File: config.mk
export PLATFORM = sky130hd
export DESIGN_NAME = media_box_header_walker_top
export DESIGN_NICKNAME = d
export VERILOG_FILES = /design/src/hdl/mbhw_pkg.sv /design/src/hdl/media_box_header_walker_top.sv /design/src/hdl/mbhw_walker.sv
export SDC_FILE = /design/constraint.sdc
export NUM_CORES = 1
export LEC_CHECK = 0
export ABC_AREA = 1
export BUFFER_PORTS_ARGS = -buffer_cell sky130_fd_sc_hd__buf_4
export CELL_PAD_IN_SITES_DETAIL_PLACEMENT = 1
export CELL_PAD_IN_SITES_GLOBAL_PLACEMENT = 1
export CORE_MARGIN = 1.5
export CORE_UTILIZATION = 46
export CTS_CLUSTER_DIAMETER = 60
export DETAILED_ROUTE_END_ITERATION = 8
export GPL_TIMING_DRIVEN = 0
export PLACE_DENSITY = 0.94
export SLEW_MARGIN = 20
export SYNTH_ARGS = -nofsm -noshare
export SYNTH_HDL_FRONTEND = slang
export SYNTH_SLANG_ARGS = --single-unit
File: constraint.sdc
create_clock -name clk -period 13 [get_ports clk]
set_input_delay 1.95 -clock clk [delete_from_list [all_inputs] [get_ports clk]]
set_output_delay 1.95 -clock clk [all_outputs]
set_load 0.02 [all_outputs]
File: src/hdl/mbhw_pkg.sv
// Package for the media box header walker.
// Holds the status codes, the result struct and the known box type table.
// No dependencies.
package mbhw_pkg;

  typedef enum logic [1:0] {
    STATUS_OK        = 2'd0,
    STATUS_SIZE_ZERO = 2'd1,
    STATUS_MALFORMED = 2'd2
  } status_t;

  typedef struct packed {
    logic        valid;
    logic [31:0] box_type;
    logic [63:0] payload_length;
    status_t     status;
  } result_t;

  localparam int KNOWN_COUNT = 53;
  localparam logic [3:0] SHORT_HEADER_BYTES = 4'd8;
  localparam logic [31:0] SIZE_EXTENDED = 32'd1;
  localparam logic [31:0] SIZE_MIN = 32'd8;
  localparam logic [63:0] EXT_SIZE_MIN = 64'd16;

  localparam logic [31:0] KNOWN_TYPES [KNOWN_COUNT] = '{
    "ftyp", "cmov", "cmvd", "co64", "ctts", "dcom", "dinf", "edts", "elst",
    "fiel", "free", "gmhd", "hdlr", "iods", "ipro", "junk", "mdat", "mdhd",
    "mdia", "meta", "mfra", "minf", "moof", "moov", "mvex", "mvhd", "pict",
    "pnot", "rdrf", "rmcd", "rmcs", "rmda", "rmdr", "rmqu", "rmra", "rmvc",
    "sinf", "skip", "smhd", "stbl", "stco", "stsc", "stsd", "stss", "stsz",
    "stts", "tkhd", "traf", "trak", "uuid", "vmhd", "wide", "wfex"
  };

  function automatic logic is_known(input logic [31:0] t);
    logic hit;
    hit = 1'b0;
    for (int i = 0; i < KNOWN_COUNT; i++) begin
      if (KNOWN_TYPES[i] == t) begin
        hit = 1'b1;
      end
    end
    return hit;
  endfunction

endpackage

File: src/hdl/media_box_header_walker_top.sv
// Top level of the media box header walker: input handshake, walker core and
// a result register with a skid stage. Depends on mbhw_pkg and mbhw_walker.
//
//   channel | signals                                   | direction
//   in      | in_valid, in_stall, data_byte             | byte stream in
//   out     | out_valid, out_stall, box_type,           | box requests out
//           | payload_length, status                    |
//
// One byte is taken every cycle while in_stall is low; the result for the
// byte that completes a header is registered. The skid register lets one more
// result wait while the output is stalled; in_stall rises only when it is full.
// Synchronous reset clears the walker state and both result stages.
module media_box_header_walker_top
  import mbhw_pkg::*;
(
  input  logic        clk,
  input  logic        rst,
  input  logic        in_valid,
  output logic        in_stall,
  input  logic [7:0]  data_byte,
  output logic        out_valid,
  input  logic        out_stall,
  output logic [31:0] box_type,
  output logic [63:0] payload_length,
  output logic [1:0]  status
);

  result_t res;
  result_t out_reg;
  result_t skid;
  logic    take;
  logic    out_take;

  assign take     = in_valid && !in_stall;
  assign out_take = out_reg.valid && !out_stall;
  assign in_stall = skid.valid;

  mbhw_walker u_walker (
    .clk       (clk),
    .rst       (rst),
    .take      (take),
    .data_byte (data_byte),
    .result    (res)
  );

  always_ff @(posedge clk) begin
    if (rst) begin
      out_reg.valid <= 1'b0;
      skid.valid    <= 1'b0;
    end else if (skid.valid) begin
      if (out_take) begin
        out_reg    <= skid;
        skid.valid <= 1'b0;
      end
    end else if (take && res.valid) begin
      if (!out_reg.valid || out_take) begin
        out_reg <= res;
      end else begin
        skid <= res;
      end
    end else if (out_take) begin
      out_reg.valid <= 1'b0;
    end
  end

  assign out_valid      = out_reg.valid;
  assign box_type       = out_reg.box_type;
  assign payload_length = out_reg.payload_length;
  assign status         = out_reg.status;

  assert property (@(posedge clk) disable iff (rst) in_stall |-> out_valid)
    else $error("Skid register holds a request while the output is empty.");

  assert property (@(posedge clk) disable iff (rst)
    out_valid && status != STATUS_OK |-> payload_length == 64'd0)
    else $error("Error status carries a nonzero payload length.");

  assert property (@(posedge clk) disable iff (rst)
    in_stall && !out_stall |=> out_valid && !in_stall)
    else $error("Skid request was not moved to the output.");

endmodule

File: src/hdl/mbhw_walker.sv
// Header walker core: header collection, payload skip and end-of-stream state.
// Produces at most one result for each accepted byte; depends on mbhw_pkg.
module mbhw_walker
  import mbhw_pkg::*;
(
  input  logic        clk,
  input  logic        rst,
  input  logic        take,
  input  logic [7:0]  data_byte,
  output result_t     result
);

  logic [3:0]  header_byte_count;
  logic [31:0] size_word;
  logic [31:0] type_word;
  logic [63:0] extended_size;
  logic [63:0] skip_remaining;
  logic        skip_to_end;

  logic [3:0]  count_next;
  logic [31:0] size_next;
  logic [31:0] type_next;
  logic [63:0] ext_next;
  logic        active;
  logic        complete;
  logic        known;
  status_t     st;
  logic [63:0] len;

  always_comb begin
    active     = !skip_to_end && (skip_remaining == 64'd0);
    count_next = header_byte_count + 4'd1;
    size_next  = size_word;
    type_next  = type_word;
    ext_next   = extended_size;
    if (header_byte_count < 4'd4) begin
      size_next = {size_word[23:0], data_byte};
    end else if (header_byte_count < SHORT_HEADER_BYTES) begin
      type_next = {type_word[23:0], data_byte};
    end else begin
      ext_next = {extended_size[55:0], data_byte};
    end
    complete = (count_next == 4'd0)
            || (count_next == SHORT_HEADER_BYTES && size_next != SIZE_EXTENDED);
    st  = STATUS_OK;
    len = 64'd0;
    if (size_next == SIZE_EXTENDED) begin
      if (ext_next < EXT_SIZE_MIN) begin
        st = STATUS_MALFORMED;
      end else begin
        len = ext_next - EXT_SIZE_MIN;
      end
    end else if (size_next == 32'd0) begin
      st = STATUS_SIZE_ZERO;
    end else if (size_next < SIZE_MIN) begin
      st = STATUS_MALFORMED;
    end else begin
      len = {32'd0, size_next - SIZE_MIN};
    end
    known = is_known(type_next);

    result.valid          = active && complete && (st != STATUS_OK || known);
    result.box_type       = type_next;
    result.payload_length = len;
    result.status         = st;
  end

  always_ff @(posedge clk) begin
    if (rst) begin
      header_byte_count <= 4'd0;
      size_word         <= 32'd0;
      type_word         <= 32'd0;
      extended_size     <= 64'd0;
      skip_remaining    <= 64'd0;
      skip_to_end       <= 1'b0;
    end else if (take && !skip_to_end) begin
      if (skip_remaining != 64'd0) begin
        skip_remaining <= skip_remaining - 64'd1;
      end else if (complete) begin
        header_byte_count <= 4'd0;
        size_word         <= 32'd0;
        type_word         <= 32'd0;
        extended_size     <= 64'd0;
        if (st != STATUS_OK) begin
          skip_to_end <= 1'b1;
        end else if (known) begin
          skip_remaining <= len;
        end
      end else begin
        header_byte_count <= count_next;
        size_word         <= size_next;
        type_word         <= type_next;
        extended_size     <= ext_next;
      end
    end
  end

endmodule

==> results of run 1 <==
-- flip-flops by register name (all words and copies together) (netlist names), 2 cells and up --
signal / cells
u_walker.skip_remaining: 64
u_walker.header_byte_count: 4
status: 2
payload_length: 64
u_walker.size_word: 32
skid: 98
u_walker.extended_size: 64
box_type: 32
u_walker.type_word: 32
-- metal layers --
metal,up-vias,wire (µm),track usage (%),share of wire (%)
met2,1309,47080,62.66,46
met3,448,7688,6.534,7.5
met5,-,13,0,0.013
met1,12490,39210,44.94,38
met4,2,8553,28.29,8.3
li1,11540,-,-,-
-- final timing paths --
check / slack [ns] / cells past startpoint / startpoint / end
max: 7.09 / 18 / u_walker.skip_remaining[29]$_SDFFE_PP0P_ / skid[65]$_DFFE_PP_
min: 0.48 / 2 / u_walker.skip_to_end$_SDFFE_PP0P_ / u_walker.skip_to_end$_SDFFE_PP0P_
max reg2reg: 7.09 / 18 / u_walker.skip_remaining[29]$_SDFFE_PP0P_ / skid[65]$_DFFE_PP_
min reg2reg: 0.48 / 2 / u_walker.skip_to_end$_SDFFE_PP0P_ / u_walker.skip_to_end$_SDFFE_PP0P_
-- cells by family (layout without fill, tap and decap cells) --
kind of cell               count (synthesis)  in the layout  share of synthesized area, %
xor gates and xnor gates                  86             86                         3.162
and+or+nand+nor                         1980           1980                         34.48
other                                      0              2                             0
buffers and inverters                    466            681                         8.662
DFF                                      395            395                         41.44
AOI/OAI and AO/OA                        492            492                         11.54
muxes                                     11             11                        0.4623
adders and majority gates                  5              5                        0.2626
-- placed cells by master (no fill, tap or decap), types with 6 or more instances in the layout --
cell type,instances
a31oi_1,7
nand2_2,15
nor2_2,22
dfxtp_1,199
clkinv_1,10
edfxtp_1,196
nand2_1,931
nor4_1,8
inv_2,14
buf_6,33
buf_2,20
xnor2_1,28
or2_2,23
nor2_4,6
buf_4,132
nor2_1,631
mux2i_1,11
nor3_1,46
inv_1,294
o21ai_0,203
a21oi_1,100
clkbuf_16,49
and3_1,16
o22ai_1,13
o21ai_2,13
xor2_1,58
a211oi_1,64
o21ai_1,80
nand4_1,42
buf_1,19
clkbuf_1,80
nand3_1,224
-- stage by stage --
| stage | cells | hold WS [ns] | area [µm²] | setup slack, ns |
|---|---|---|---|---|
| 6_report | 4332 | 0.4797 | 27310 | 7.092 |
| 5_1_grt | 4330 | 0.4927 | 27310 | 6.909 |
| 4_1_cts | 4330 | 0.4778 | 27310 | 7.221 |
| 3_5_place_dp | 4242 | 0.4680 | 25700 | 6.719 |
| 3_3_place_gp | 4226 | 0.4516 | 25500 | -3.068 |
| 2_1_floorplan | 3435 | 0.4291 | 23820 | 1.942 |
-- worst max-delay path, delay by kind of cell, from the launching register on --
family / cells / cell delay, ns
AND/OR/NAND/NOR: 10 / 3.03
flip-flops: 1 / 0.37
buffers and inverters: 8 / 2.15
-- report_power, final --
part,switching [mW],internal (mW),total [mW]
sequential,0.0208,1.31,1.33
combinational,0.144,0.0613,0.205
clock,0.590,0.823,1.41
total,0.755,2.19,2.95
-- final cells by class --
cell class	instances	area share, %
clock inverter	27	1.063
tap	680	3.115
inverter	310	4.260
buffer	156	3.298
clock buffer	61	4.837
sequential	395	36.13
multi-input combinational	2574	43.56
timing repair buffer	127	3.715
antenna	2	0.01832
==> summary.txt, run 1 <==
Run status
  • Status: finished clean

Synth
  • Register area share after synthesis: 41.44%
  • Fraction of registers with async set/reset: 0%
  • Syn avg cell area: 6.934 µm²
  • Leading area contributor after synthesis: edfxtp_1
  • Most numerous cell in the Yosys netlist: nand2_1
  • Top post-synthesis cells by area: edfxtp_1, dfxtp_1, nand2_1
  • Synth Warn #: 0
  • Ys flop type: dfxtp_1
  • Synth cell types: 51
  • Most common library cells after synthesis: nand2_1, nor2_1, inv_1
  • Synth top area share: between 20% and 30%
  • FF+latch count, synth: 395
  • Syn Inst Count: 3,435
  • Number of flops mapped to enable cells by yosys: 196
  • Synth Net Count: ~3,500
  • Post-synthesis instance area: ~0.024 mm²

Finish
  • Fin util: 53.35%
  • Fill count: 6,712
  • Synth-to-layout area growth: 14.68%
  • Proportion of layout cells with a drive suffix above 1: 10.05%
  • Nets: 3,629
  • Seq. cell area: 0.009869 mm²
  • Area of the multi-input gates: 0.01190 mm²

Clock tree
  • Clock Latency Late Sink: 0.61 ns
  • Post-CTS sizing: 0
  • Num CTS Buffers: 48
  • Root Driver: clkbuf_16
  • CTS H-tree lvls: 2
  • Cts hold-fix bufs: 0
  • Setup bufs post-CTS: 0
  • Max Root-Sink Buffers: 3
  • Reg clk slew, reported paths: 0.07 ns
  • CTS tree: yes
  • # clock sinks: 395

GRT
  • First-pass GRT wire length: 155,200 µm
  • Vias in the first global route: between 20,000 and 30,000
  • Initial antenna violation count: 3
  • GRT overflow: 0
  • Largest net degree at the start of global routing: 27
  • GRT Resource Usage Total: 38.18%

STA
  • Fmax: 169.3 MHz
  • Final worst path period share: 45.45%
  • Hold Fails Final Rpt: 0
  • Setup violators final: 0
  • Clock Skews: roughly 0.029 ns
  • Period minus WS final: 5.908 ns
  • Slew margin rel.: 13.98%
  • RSZ-0062 raised after global routing: no
  • TNS Setup: 0 ns
  • Slew Limit Fails: 0
  • Worst-margin pin slew: roughly 1.3 ns

Route
  • Drt wl/cell: 23.67 µm
  • Antenna Nets Post-Route: 0
  • Drt drc: 0
  • 1st-pass router iterations: 6
  • Total Wirelength: 102,500 µm
  • Vias/cell: 5.953
  • Initial drt markers: about 2,500
  • DR vias: 25,790

Worst hold path
  • Hold WC Path Type: register to register

Placed design
  • Dpl hpwl: between 70,000 and 80,000 µm
  • RePlAce Congestion: between 1 and 1.5
  • Port Buffer Count: ~110

Setup path
  • Most used cell along the critical path: buf_4
  • Slowest CP cell: nor2_1
  • Worst setup EP type: register
  • Critical Path, Cell by Cell: nor2_1 -> inv_1 -> nor3_1 -> inv_1 -> nor2_1 -> nand3_1 -> nor2_1 -> nand2_1 -> nor2_1 -> clkbuf_1 -> nand3_1 -> nand2_1 -> nor3b_2 -> buf_4 -> buf_4 -> buf_4 -> buf_4 -> buf_4
  • Worst Setup Start Kind: register
  • Crit path DAT: 6.21 ns
  • Crit-path max FO: 12
  • CP Class: register to register
  • CP max stage delay: 1.01 ns
  • WP data required: 13.30 ns

Power
  • Power per cell area: roughly 110 mW/mm²
  • Leakage: 12.71 nW
  • Final Power: 2.949 mW
  • Max IR drop VDD: 0.09111 mV

Floorplan
  • Core Box Area: 0.05120 mm²
  • I/O pins: 112
  • Chip Width: 230.6 µm
  • Starting Density: a little under half
  • FP Rows: 83
  • Die Ht: 230.6 µm
  • Die area: 0.05316 mm²

Run
  • Maximum Capacitance Violations: 0
(Power assumes the default switching activity.)
==> run 2: changes to the inputs <==
- CORE_UTILIZATION: 46 -> 41
- PLACE_DENSITY: 0.94 -> 0.89
- clock period: 13 -> 5.2 ns (I/O delays scaled with it)
==> run 2 against run 1 <==
Compared with the run above:
- utilization fell by 5.7 points
- largest cell class unchanged
- critical path type unchanged
- hold slack got worse by 0.061 ns
- count of clock-buffer cells in the layout rose by 4
- highest routed layer is now met4
- critical endpoint unchanged
- largest power group unchanged
==> summary.txt, run 2 (synthesis results as in run 1) <==
Run status
  • Status: finished clean

Route
  • Vias/cell: between 5 and 6
  • Drt drc: 0
  • Total Wirelength: 97,820 µm
  • Initial drt markers: 2,313
  • Drt wl/cell: about 22 µm
  • DR vias: between 20,000 and 25,000
  • 1st-pass router iterations: 7
  • Antenna Nets Post-Route: 0

GRT
  • GRT overflow: 0
  • Largest net degree at the start of global routing: 27
  • Vias in the first global route: between 20,000 and 30,000
  • GRT Resource Usage Total: 32.20%
  • First-pass GRT wire length: 147,700 µm
  • Initial antenna violation count: 0

Setup path
  • CP Class: register to register
  • Worst Setup Start Kind: register
  • Crit path DAT: 5.20 ns
  • Setup slack, reg-to-reg: ~0.28 ns
  • WP data required: 5.49 ns
  • Crit-path max FO: 17
  • R2R cell count: 21
  • Worst setup EP type: register
  • R2R Path Start: u_walker.header_byte_count[3]$_SDFFE_PP0P_
  • Reg2reg end: skid[65]$_DFFE_PP_

STA
  • Hold Fails Final Rpt: 0
  • Period minus WS final: ~4.9 ns
  • Clock Skews: around 0.033 ns
  • Worst-margin pin slew: 1.133 ns
  • Fmax: ~200 MHz
  • Slew Limit Fails: 0
  • Setup violators final: 0
  • Slew margin rel.: 23.65%
  • TNS Setup: 0 ns
  • RSZ-0062 raised after global routing: no
  • Final worst path period share: between 90 and 100%

Finish
  • Top reg by flops: skid
  • Diodes inserted: 0
  • Max FFs per register: 98
  • Commonest non-fill, non-tap cell in the layout: nand2_1
  • Commonest cells after routing, fill and taps aside: nand2_1, nor2_1, inv_1, nand3_1, o21ai_0
  • Proportion of layout cells with a drive suffix above 1: between 10% and 20%
  • Synth-to-layout area growth: 15.23%
  • Nets: approximately 3,600

Clock tree
  • Max Root-Sink Buffers: 3
  • Reg clk slew, reported paths: 0.06 ns
  • Num CTS Buffers: 49
  • CTS H-tree lvls: 2
  • # clock sinks: 395
  • CTS tree: yes
  • Cts hold-fix bufs: 0
  • Clock Latency Late Sink: 0.61 ns
  • Root Driver: clkbuf_16

Worst hold path
  • Hold WC Path Type: primary input to register
  • Hold depth: 2
  • Hold Crit Start: rst
  • Hold EP: u_walker.header_byte_count[1]$_SDFFE_PP0P_

Floorplan
  • I/O pins: around 110
  • Die area: about 0.060 mm²
  • Starting Density: 41.36%
  • Chip Width: 244.0 µm
  • Core Box Area: 0.05759 mm²
  • FP Rows: 88
  • Die Ht: 244.0 µm

Power
  • Final Power: 7.280 mW
  • Power per cell area: 265.2 mW/mm²
  • Leakage: 12.72 nW
  • Max IR drop VDD: 0.3619 mV

Placed design
  • Dpl hpwl: 75,560 µm
  • RePlAce Congestion: between 0.9 and 1
  • Port Buffer Count: 111

Run
  • Maximum Capacitance Violations: 0
-- run 2: cell types whose count changed in the layout (fill, tap and decap cells not counted), moves of 3 or more --
cell      previous run  this run
buf_4              132       121
clkinv_1            10         6
buf_6               33        36
buf_8                1         4
clkinv_2             4         7
clkinv_4             1         4
-- run 2: metal layers --
layer  vias up  global-route usage (%)  routed length [µm]
li1      11530                       -                   -
met5         -                       0                   0
met1     12010                   39.63               39800
met4         0                   17.79                5902
met2       942                   53.84               45670
met3       304                   5.070                6449
-- run 2: layout make-up --
class | count | area (µm²)
sequential | 395 | 9869
buffer | 156 | 903.4
timing repair buffer | 122 | 1026
clock inverter | 26 | 265.3
tap | 765 | 957.2
multi-input combinational | 2575 | 11910
clock buffer | 65 | 1348
fill | 7564 | 30140
inverter | 310 | 1164
-- run 2: through the flow --
stage	utilization [%]	area (µm²)	hold slack [ns]	setup slack [ns]	instances
floorplan	-	23840	0.4291	0.05762	3435
global placement	44.51	25630	0.4515	-2.654	4311
detailed placement	44.84	25820	0.4597	0.09543	4322
CTS	47.64	27440	0.4059	0.1961	4413
global route	47.66	27450	0.4258	0.09898	4414
finish	47.66	27450	0.4185	0.2831	4414
-- run 2: worst max-delay path by stage --
stage	start	end
final	u_walker.header_byte_count[3]$_SDFFE_PP0P_	skid[65]$_DFFE_PP_
after global routing	u_walker.header_byte_count[3]$_SDFFE_PP0P_	skid[59]$_DFFE_PP_
after CTS	u_walker.header_byte_count[3]$_SDFFE_PP0P_	box_type[31]$_DFFE_PP_
after detailed placement	u_walker.skip_remaining[28]$_SDFFE_PP0P_	skid[62]$_DFFE_PP_
after global placement	u_walker.skip_remaining[60]$_SDFFE_PP0P_	skid[84]$_DFFE_PP_
after floorplan	u_walker.header_byte_count[3]$_SDFFE_PP0P_	skid[0]$_DFFE_PP_
-- run 2: critical path: stages, from the launching register on --
cell and delay [ns]:
dfxtp_1 0.33, inv_2 0.08, clkbuf_1 0.47, clkbuf_2 0.38, nand3_1 0.13, nand2_1 0.13
nand2_1 0.10, nor2_1 0.21, nand2_1 0.11, nor2_2 0.23, nand3_1 0.13, nand3_1 0.13
nand2_1 0.10, nand2_1 0.11, nor2_1 0.05, nand2_1 0.27, nand3_1 0.18, nand2_1 0.13
nor3b_4 0.58, buf_6 0.29, buf_6 0.22, buf_6 0.22
-- run 2: power breakdown --
part / leakage, nW / internal (mW) / switching [mW] / total [mW]
Clock: 0.785 / 2.03 / 1.44 / 3.47
Combinational: 8.45 / 0.153 / 0.332 / 0.485
Sequential: 3.48 / 3.28 / 0.0498 / 3.33
Total: 12.7 / 5.46 / 1.82 / 7.28
-- run 2: timing repair --
item | in CTS | in global routing
pin swaps | 0 | 1
endpoints found under the setup margin | 35 | 50
gates cloned | 0 | 1
setup buffers | 0 | 0
resized for setup | 1 | 5
